==> src/rtl/core/ufds_pkg.sv <==
// Shared types, constants and the engine state type for the disjoint-set block.
// No dependencies.
package ufds_pkg;

    localparam int IDX_W            = 10;
    localparam int COUNT_W          = 11;
    localparam int RANK_W           = 4;
    localparam int NUM_ELEMENTS_DEF = 1024;
    localparam logic [COUNT_W-1:0] COUNT_RESET = 11'd1024;
    localparam logic [RANK_W-1:0]  RANK_MAX    = 4'd15;

    localparam logic OP_FIND  = 1'b0;
    localparam logic OP_UNION = 1'b1;

    typedef struct packed {
        logic             op;
        logic [IDX_W-1:0] first;
        logic [IDX_W-1:0] second;
        logic             err;
    } t_req;

    typedef enum logic [2:0] {
        ST_CLEAR,
        ST_IDLE,
        ST_WALK_RD,
        ST_WALK_CHK,
        ST_COMP_RD,
        ST_COMP_CHK,
        ST_RANK_A,
        ST_RANK_B
    } t_state;

endpackage

==> src/rtl/core/ufds_front.sv <==
// Front end: takes input transfers, range-checks indices, pushes requests.
// Depends on ufds_pkg.
module ufds_front #(
    parameter int NUM_ELEMENTS = ufds_pkg::NUM_ELEMENTS_DEF
) (
    input  logic                         i_tvalid,
    output logic                         o_tready,
    input  logic [23:0]                  i_tdata,
    input  logic                         i_tuser,
    input  logic [ufds_pkg::COUNT_W-1:0] i_count,
    input  logic                         i_q_full,
    output logic                         o_push,
    output ufds_pkg::t_req               o_req
);
    logic [ufds_pkg::IDX_W-1:0] w_a;
    logic [ufds_pkg::IDX_W-1:0] w_b;
    logic                       w_a_bad;
    logic                       w_b_bad;

    assign w_a = i_tdata[9:0];
    assign w_b = i_tdata[19:10];

    // in range only below both the register and the table depth
    assign w_a_bad = ({1'b0, w_a} >= i_count) || (32'(w_a) >= NUM_ELEMENTS);
    assign w_b_bad = ({1'b0, w_b} >= i_count) || (32'(w_b) >= NUM_ELEMENTS);

    assign o_tready = !i_q_full;
    assign o_push   = i_tvalid && !i_q_full;

    always_comb begin
        o_req.op     = i_tuser;
        o_req.first  = w_a;
        o_req.second = w_b;
        o_req.err    = (i_tuser == ufds_pkg::OP_UNION) ? (w_a_bad || w_b_bad) : w_a_bad;
    end
endmodule

==> config.mk <==
export PLATFORM = sky130hd
export DESIGN_NAME = ufds_front
export DESIGN_NICKNAME = d
export VERILOG_FILES = /design/src/rtl/core/ufds_pkg.sv /design/src/rtl/core/ufds_front.sv
export SDC_FILE = /design/constraint.sdc
export NUM_CORES = 1
export LEC_CHECK = 0
export BUFFER_PORTS_ARGS = -buffer_cell sky130_fd_sc_hd__clkbuf_2
export CAP_MARGIN = 15
export CORE_MARGIN = 2
export CORE_UTILIZATION = 40
export DETAILED_ROUTE_END_ITERATION = 12
export GPL_ROUTABILITY_DRIVEN = 0
export MAX_ROUTING_LAYER = met4
export PLACE_DENSITY_LB_ADDON = 0.12
export SKIP_LAST_GASP = 1
export SLEW_MARGIN = 10
export SYNTH_ARGS = -nofsm -noshare
export SYNTH_HDL_FRONTEND = slang
export SYNTH_SLANG_ARGS = --single-unit
export TNS_END_PERCENT = 30
==> constraint.sdc <==
create_clock -name vclk -period 2.2
set_clock_uncertainty 0.15 [all_clocks]
set_input_delay 0.11 -clock vclk [all_inputs]
set_output_delay 0.11 -clock vclk [all_outputs]
set_load 0.05 [all_outputs]
# --- Word-level counts from Yosys, hierarchy flattened ---
# Cells that the tools add are included.
op_classes:
  mux: 1
  reduce_logical: 3
  order_cmp: 2
op_table:
  columns: ["cell", "n"]
  rows:
  - ["$ge 10x11->1", 2]
  - ["$logic_and 1x1->1", 1]
  - ["$logic_not 1->1", 1]
  - ["$logic_or 1x1->1", 1]
  - ["$mux 1", 1]
word_totals:
  in_bits: 38
  output_inout_bits: 24
  register_bits: 0
  word_cells: 6

# --- Longest topological paths before layout ---
logic_depth:
  word_depth: 3
  ltp_mapped: 7

# --- Least setup slack after synthesis ---
# OpenSTA, ideal clock, no wires.
synth_timing:
  kind: "input -> output"
  startpoint: "input i_count[6] in the netlist's numbering"
  endpoint: "output o_req[0] in the netlist's numbering"
  t_required_ns: 1.940
  arrival_time_ns: 1.708
  path_slack_ns: 0.232
  path_stages: 7
  n_path_buf: 0
  cell_sequence: "inv_1 > ha_1 > nand4_1 > nor2_1 > a221oi_2 > nand4b_1 > a41oi_1"
synth_lines:
  columns: ["item", "line", "source"]
  rows:
  - ["from (decl)", "ufds_front.sv:10", "input logic [ufds_pkg::COUNT_W-1:0] i_count,"]
  - ["to (decl)", "ufds_front.sv:13", "output ufds_pkg::t_req o_req"]

==> flow_metrics.env <==
export IMPL_drive_above_1_share=0.513
export IMPL_postCtsSetupRepairBufs=0
export IMPL_setup_viol=0
export IMPL_utilization=0.527
export IMPL_dpl_hpwl_mm=1.12
export IMPL_critPathMaxStageDelay_ps=300
export IMPL_nFlopsAndLatches=0
export IMPL_switching_share=0.656
export IMPL_hp_class="input pin to primary output"
export IMPL_crit_required_ps=1940
export IMPL_grt_pass1_vias=525
export IMPL_rsz0062_at_grt="false"
export IMPL_rows=14
export IMPL_wl_per_cell_um=8.41
export IMPL_vias_per_cell=4.59
export IMPL_dr_pass1_iters=1
export IMPL_drv_slew=0
export IMPL_place_inst=133
export IMPL_grt_max_degree=4
export IMPL_power_frac_seq=0
export IMPL_seq_area_um2=0
export IMPL_intPower_uw=74.8
export IMPL_leakagePower_uw=0.000533
export IMPL_die_area_um2=1910
export IMPL_io_pins=62
export IMPL_clockPowerShare=0
export IMPL_track_usage=0.123
export IMPL_setup_ws_ps=302
export IMPL_fillCellCount=160
export IMPL_path_max_fanout=2
export IMPL_yosysSeqAreaShare=0
export IMPL_wl_mm=1.12
export IMPL_relSlewSlack=0.814
export IMPL_yosysWarnings=0
export IMPL_fin_crit_ps=1900
export IMPL_grt_overflow=0
export IMPL_tightest_slew_ps=280
export IMPL_antenna_found_initial=0
export IMPL_syn_nets=138
export IMPL_cp_end_kind="primary output"
export IMPL_post_route_period_util=0.863
export IMPL_arrival_ps=1640
export IMPL_antenna_left=0
export IMPL_cpMostUsedCell="clkbuf_2"
export IMPL_tns_ps=0
export IMPL_n_clock_buffer=0
export IMPL_dp_slack_ps=292
export IMPL_ctsResizeCount=0
export IMPL_start_kind="input pin"
export IMPL_critPathKind="input pin to primary output"
export IMPL_port_buffers=58
export IMPL_min_to="o_req[11]"
export IMPL_crit_chain="clkbuf_2 > inv_1 > ha_1 > nand2b_4 > a211o_1 > a221oi_2 > nand4b_1 > a41oi_1 > clkbuf_2"
export IMPL_max_freq_mhz=527
export IMPL_vias=611
export IMPL_fin_total_pwr_uw=217
export IMPL_die_w_um=43.7
export IMPL_netlist_cell_type_count=19
export IMPL_layout_commonest_cell="clkbuf_2"
export IMPL_status="completed"
export IMPL_p_sw_uw=142
export IMPL_final_cell_mix="58 x clkbuf_2, 20 x ha_1, 12 x inv_1, 4 x a21oi_1"
export IMPL_min_path_cells=2
export IMPL_nets=177
export IMPL_netlist_area_um2=632
export IMPL_power_density_nw_per_um2=277
export IMPL_drc=0
export IMPL_initial_utilization=0.424
export IMPL_ir_drop_mv=0.117
export IMPL_maxCapViolations=0
export IMPL_synthToLayoutAreaGrowth_pct=24.2
export IMPL_grt_pass1_wl_mm=1.88
export IMPL_syn_instance_count=80
export IMPL_final_cells=133
export IMPL_multi_input_area_um2=429
export IMPL_crit_slowest_cell="a211o_1"
export IMPL_coreArea_um2=1490
export IMPL_combPwrFrac=1.000
export IMPL_die_h_um=43.7
export IMPL_syn_avg_cell_area_um2=7.90
export IMPL_hold_start="i_tdata[0]"
export IMPL_postCtsHoldBufs=0
export IMPL_hold_viol=0
export IMPL_first_iter_violations=0
export IMPL_antenna_cells=0
## power groups by stage
stage | clock (uW) | sequential (uW) | combinational [uW]
after global placement | 0 | 0 | 217
final | 0 | 0 | 217
after global routing | 0 | 0 | 239
after CTS | 0 | 0 | 221
after detailed placement | 0 | 0 | 220
after floorplan | 0 | 0 | 180
## stage by stage
stage | hold slack [ps] | instance area (um2)
after floorplan | 237 | 632
after global placement | 383 | 785
after detailed placement | 385 | 785
after CTS | 385 | 785
after global routing | 391 | 785
final | 382 | 785
## logic make-up (layout without fill, tap and decap cells)
family / Yosys count / after routing / share of synthesized area
simple gates: 13 / 13 / 0.129
fa+ha+maj: 20 / 20 / 0.396
compound gates: 14 / 14 / 0.154
buf+inv: 33 / 70 / 0.321
## area by class of cell
type / instances / area share
Timing Repair Buffer: 58 / 0.370
Tap cell: 16 / 0.0255
Inverter: 12 / 0.0574
Multi-Input combinational cell: 47 / 0.547
## layer usage
metal,track usage,vias to the layer above,share of wire
met2,0.238,29,0.47
li1,-,334,-
met5,-,-,0
met1,0.150,248,0.42
met4,0,0,0
met3,0,0,0.10
## worst max path at each step
stage | startpoint | endpoint | slack, ps | depth (start not counted)
3_5_place_dp | i_tdata[0] | o_req[0] | 290 | 9
5_1_grt | i_tdata[0] | o_req[0] | 220 | 9
4_1_cts | i_tdata[0] | o_req[0] | 290 | 9
6_report | i_tdata[0] | o_req[0] | 300 | 9
3_3_place_gp | i_tdata[0] | o_req[0] | 280 | 9
2_1_floorplan | i_count[6] | o_req[0] | 230 | 7
## critical path: cells and delay by family
| family | cells | cell delay (ps) |
|---|---|---|
| AOI/OAI and AO/OA | 3 | 620 |
| adders and majority gates | 1 | 270 |
| buffers and inverters | 3 | 370 |
| and+or+nand+nor | 2 | 260 |
## Yosys cell counts (all sizes together), types with 2 or more instances
cell    instances  area [um2]
a21o            3        22.5
a21oi           4        20.0
buf            21         158
ha             20         250
inv            12        45.0
nand2           2        7.51
nand2b          2        20.0
nor2            3        11.3
nor2b           2        12.5
o21ai           3        15.0
No activity file was read; power rests on OpenSTA's default activity.
