## src/rtl/core/ufds_pkg.sv

```systemverilog
// Shared types, constants and the engine state type for the disjoint-set block.
// No dependencies.
package ufds_pkg;

    localparam int IDX_W            = 10;
    localparam int COUNT_W          = 11;
    localparam int RANK_W           = 4;
    localparam int NUM_ELEMENTS_DEF = 1024;
    localparam logic [COUNT_W-1:0] COUNT_RESET = 11'd1024;
    localparam logic [RANK_W-1:0]  RANK_MAX    = 4'd15;

    localparam logic OP_FIND  = 1'b0;
    localparam logic OP_UNION = 1'b1;

    typedef struct packed {
        logic             op;
        logic [IDX_W-1:0] first;
        logic [IDX_W-1:0] second;
        logic             err;
    } t_req;

    typedef enum logic [2:0] {
        ST_CLEAR,
        ST_IDLE,
        ST_WALK_RD,
        ST_WALK_CHK,
        ST_COMP_RD,
        ST_COMP_CHK,
        ST_RANK_A,
        ST_RANK_B
    } t_state;

endpackage

```

## src/rtl/core/ufds_queue.sv

```systemverilog
// Two-entry request queue between front end and engine.
// Depends on ufds_pkg.
module ufds_queue (
    input  logic           i_clk,
    input  logic           i_rst_n,
    input  logic           i_push,
    input  ufds_pkg::t_req i_req,
    output logic           o_full,
    input  logic           i_pop,
    output logic           o_valid,
    output ufds_pkg::t_req o_req
);
    ufds_pkg::t_req r_mem [2];
    logic           r_wp, n_wp;
    logic           r_rp, n_rp;
    logic [1:0]     r_cnt, n_cnt;

    assign o_full  = (r_cnt == 2'd2);
    assign o_valid = (r_cnt != 2'd0);
    assign o_req   = r_mem[r_rp];

    always_comb begin
        n_wp  = r_wp ^ i_push;
        n_rp  = r_rp ^ i_pop;
        n_cnt = r_cnt + {1'b0, i_push} - {1'b0, i_pop};
    end

    always_ff @(posedge i_clk) begin
        if (!i_rst_n) begin
            r_wp  <= 1'b0;
            r_rp  <= 1'b0;
            r_cnt <= 2'd0;
        end else begin
            r_wp  <= n_wp;
            r_rp  <= n_rp;
            r_cnt <= n_cnt;
        end
    end

    always_ff @(posedge i_clk) begin
        if (i_push) begin
            r_mem[r_wp] <= i_req;
        end
    end
endmodule

```

## config.mk

```make
export PLATFORM = sky130hd
export DESIGN_NAME = ufds_queue
export DESIGN_NICKNAME = d
export VERILOG_FILES = /design/src/rtl/core/ufds_pkg.sv /design/src/rtl/core/ufds_queue.sv
export SDC_FILE = /design/constraint.sdc
export NUM_CORES = 1
export LEC_CHECK = 0
export BUFFER_PORTS_ARGS = -buffer_cell sky130_fd_sc_hd__buf_2
export CAP_MARGIN = 20
export CORE_ASPECT_RATIO = 1.5
export CORE_MARGIN = 4
export CORE_UTILIZATION = 50
export DETAILED_ROUTE_END_ITERATION = 8
export PLACE_DENSITY = 0.77
export SETUP_SLACK_MARGIN = 0.15
export SYNTH_ARGS = -nofsm -noshare
export SYNTH_HDL_FRONTEND = slang
export SYNTH_SLANG_ARGS = --single-unit
```

## constraint.sdc

```tcl
create_clock -name i_clk -period 1.7 [get_ports i_clk]
set_input_delay 0.085 -clock i_clk [delete_from_list [all_inputs] [get_ports i_clk]]
set_output_delay 0.085 -clock i_clk [all_outputs]
set_load 0.02 [all_outputs]
```

# Word level (Yosys, flattened, before mapping)
# Memory sizes are Yosys's and may differ from the RTL's. A register that Yosys moved wholly into a read port is not among the register bits.
# Index checks and enable logic that the tools add are counted.
[totals]
word_cells = 13
n_memories = 1
ram_bits = 44
register_bits = 4
input_bits = 26
output_inout_bits = 24
[op_classes]
add_sub_neg = 2
bitwise = 2
n_mux = 3
n_reduce_logical = 1
n_eq_ne = 1
[memory_table]
columns = ["name", "depth", "word_bits", "rd", "rd_clocked_by_memory_dff", "write_ports", "line_no", "source"]
rows = [
  ["r_mem", 2, 22, 1, 1, 1, "ufds_queue.sv:13", "ufds_pkg::t_req r_mem [2];"],
]
[op_table]
columns = ["cell", "n"]
rows = [
  ["1-bit two-way mux", 3],
  ["2-bit by 1-bit adder with 2-bit output", 1],
  ["2-bit equality test, second input constant", 1],
  ["2-bit nonzero test", 1],
  ["2-bit by 1-bit subtractor with 2-bit output", 1],
  ["1-bit bitwise XOR", 2],
]

# Logic depth before layout (Yosys ltp)
[logic_depth]
depth_word = 2
mapped_depth = 6
mapped_depth_nobuf = 6

# Worst setup path before layout
# OpenSTA, ideal clock, no wires.
[synth_timing]
kind = "flip-flop to flip-flop"
from = "reg r_wp"
to = "mem r_mem[0][0] (netlist name), enable pin"
setup_time_ps = 381
arrival_ps = 940
stages_incl_launch_ff = 3
t_required_ps = 1319
period_less_slack_ps = 1321
path_buffers = 0
path_slack_ps = 379
cell_sequence = "dfxtp_1 > inv_1 > ha_1"
[synth_rtl]
columns = ["item", "line_no", "source"]
rows = [
  ["from (decl)", "ufds_queue.sv:14", "logic r_wp, n_wp;"],
  ["from (signal assigned)", "ufds_queue.sv:34", "r_wp <= n_wp;"],
  ["to (decl)", "ufds_queue.sv:13", ""],
]
# No word-level cell before the write port.

==> results.sh <==
export IMPL_antenna_cells=0
export IMPL_drive_gt1_share_pct=49.42
export IMPL_finalSetupViolCount=0
export IMPL_min_period_ns=1.432
export IMPL_min_path_cells=2
export IMPL_wl_mm=3.027
export IMPL_yosysSeqAreaShare_pct=77.75
export IMPL_synth_cells=89
export IMPL_cts_htree_levels=2
export IMPL_grt_max_degree=16
export IMPL_powerDensity_nw_per_um2=1026
export IMPL_dp_slack_ns=0.5097
export IMPL_hpwlAfterDp_mm=2.151
export IMPL_dpl_cell_area_um2=2148
export IMPL_final_common_cell="buf_2"
export IMPL_end_kind="primary output"
export IMPL_grtUsageTotal_pct=14.06
export IMPL_grt_pass1_wl_mm=4.857
export IMPL_drv_slew=0
export IMPL_setup_slack_ns=0.2679
export IMPL_worstPathArrival_ns=1.35
export IMPL_cts_sinks=49
export IMPL_overflow=0
export IMPL_num_rows=26
export IMPL_drt_first_pass_iters=4
export IMPL_p_int_uw=1939
export IMPL_crit_fanout=15
export IMPL_grt_antenna_before_repair=0
export IMPL_ys_warn_count=0
export IMPL_core_area_um2=3481
export IMPL_ant_nets=0
export IMPL_switchingPower_uw=588.8
export IMPL_fin_nets=201
export IMPL_dr_total_vias=1039
export IMPL_grt_pass1_vias=1101
export IMPL_wl_per_cell_um=14.14
export IMPL_synth_seq_cells=49
export IMPL_maxCapViolations=0
export IMPL_cts_buffer_depth=2
export IMPL_status="finished clean"
export IMPL_yosysUniqueCellTypes=11
export IMPL_syn_num_nets=119
export IMPL_area_growth_pct=34.77
export IMPL_detail_route_iter0_violations=29
export IMPL_clock_power_share_pct=26.2
export IMPL_fin_crit_sh_pct=84.24
export IMPL_seq_power_share_pct=56.5
export IMPL_fmax_ghz=0.6983
export IMPL_vias_per_cell=4.855
export IMPL_holdWs_ns=0.05023
export IMPL_fin_util_pct=70.78
export IMPL_dieArea_um2=4708
export IMPL_pwr_share_comb_pct=17.4
export IMPL_tns_ns=0
export IMPL_cts_buffers=5
export IMPL_drc=0
export IMPL_hold_viol=0
export IMPL_relSlewSlack_pct=85.95
export IMPL_fin_skew_ns=0.005946
export IMPL_worst_pin_slew_ns=0.2108
export IMPL_clk_insertion_delay_late_ns=0.29
export IMPL_start_util_pct=52.52
export IMPL_cts_root_buffer="clkbuf_8"
export IMPL_gp_congestion=0.6600
export IMPL_hp_class="input port to register"
export IMPL_min_to="r_rp"
export IMPL_rr_startpoint="r_cnt[0]"
export IMPL_r2r_cells=6
export IMPL_rr_endpoint="r_cnt[1]"
export IMPL_clk_pin_slew_worst_paths_ns=0.08
export IMPL_ioPinCount=50
export IMPL_required_ns=1.62
export IMPL_r2r_slack_ns=0.49
export IMPL_avgSynthCellArea_um2=20.54
export IMPL_path_class="register to primary output"
export IMPL_die_x_um=57.37
export IMPL_startpoint_type="register"
export IMPL_ir_worst_vdd_uv=793.1
export IMPL_die_y_um=82.06
export IMPL_final_cell_mix="buf_2 (49), edfxtp_1 (44), mux2_2 (22), dlygate4sd3_1 (22), clkbuf_8 (6)"
export IMPL_netSwitchingFraction_pct=23.29
export IMPL_rsz0062_at_grt="false"
export IMPL_cts_tree="yes"
export IMPL_p_leak_uw=0.0009817
export IMPL_fin_area_um2=2464
export IMPL_min_from="i_rst_n"
export IMPL_portBuffers=49
export IMPL_synth_area_um2=1828
==> worst max-delay path by stage <==
stage,start,endpoint,slack [ns],depth (start not counted)
after CTS,register,o_req[8],0.20,3
final,register,o_req[18],0.27,3
after global placement,register,o_req[8],0.54,3
after detailed placement,r_cnt[0],r_cnt[1],0.51,6
after global routing,register,o_req[18],0.19,3
after floorplan,r_wp,r_mem[0][0],0.38,2
==> cells by family (layout without fill, tap and decap cells) <==
logic type	Yosys count	in the layout	synth area share, %
xor gates and xnor gates	2	2	1.711
buffers and inverters	5	88	1.848
muxes	22	22	13.55
adders and majority gates	4	4	2.738
and+or+nand+nor	7	7	2.396
DFF	49	49	77.76
==> metal layers <==
layer,GRT usage [%],vias up,wire length (µm)
met5,0,-,0
met4,6.265,0,52
met3,4.403,5,167
met2,25.90,28,1786
met1,14.29,511,1021
li1,-,495,-
==> power by group through the flow <==
| stage | Combinational, µW | Sequential, µW | Clock [µW] |
|---|---|---|---|
| floorplan | 268 | 1450 | 0 |
| global placement | 395 | 1450 | 0 |
| detailed placement | 403 | 1450 | 0 |
| CTS | 444 | 1430 | 685 |
| global route | 480 | 1440 | 727 |
| finish | 439 | 1430 | 662 |
==> critical path: stages (launching register included) <==
cell and delay (ns):
dfxtp_1 0.35, buf_6 0.19, mux2_2 0.36, buf_2 0.16
==> synth_stat cells <==
library cell	n	share of area (%)
or2_2	1	0.34
edfxtp_1	44	72
mux2_2	22	14
buf_6	2	1.2
xor2_1	1	0.48
and2_1	3	1.0
dfxtp_1	5	5.5
xnor3_1	1	1.2
ha_1	4	2.7
nor2b_1	3	1.0
inv_1	3	0.62
==> metrics by stage <==
| stage | total power [µW] | cells |
|---|---|---|
| 2_1_floorplan | 1718 | 89 |
| 3_3_place_gp | 1843 | 184 |
| 3_5_place_dp | 1858 | 184 |
| 4_1_cts | 2557 | 214 |
| 5_1_grt | 2643 | 214 |
| 6_report | 2528 | 214 |
==> sequential cells by signal, indices dropped and copies added, names as in the netlist, named ones only <==
register / flops
r_rp: 1
r_wp: 1
r_cnt: 2
r_mem: 44
==> area by class of cell <==
cell class	instances	area, µm²
sequential	49	1421
fill	232	1017
timing repair buffer	77	514.2
multi-input combinational	35	372.9
clock buffer	6	82.58
tap	42	52.55
inverter	3	11.26
clock inverter	2	8.758
==> what timing repair did <==
action / in CTS / in global routing
buffers inserted: 0 / 0
hold buffers: 22 / 0
resized for setup: 0 / 1
setup endpoints to repair: 0 / 1
hold endpoints to repair: 44 / 0
Note: power is estimated with default switching activity, not from simulation.
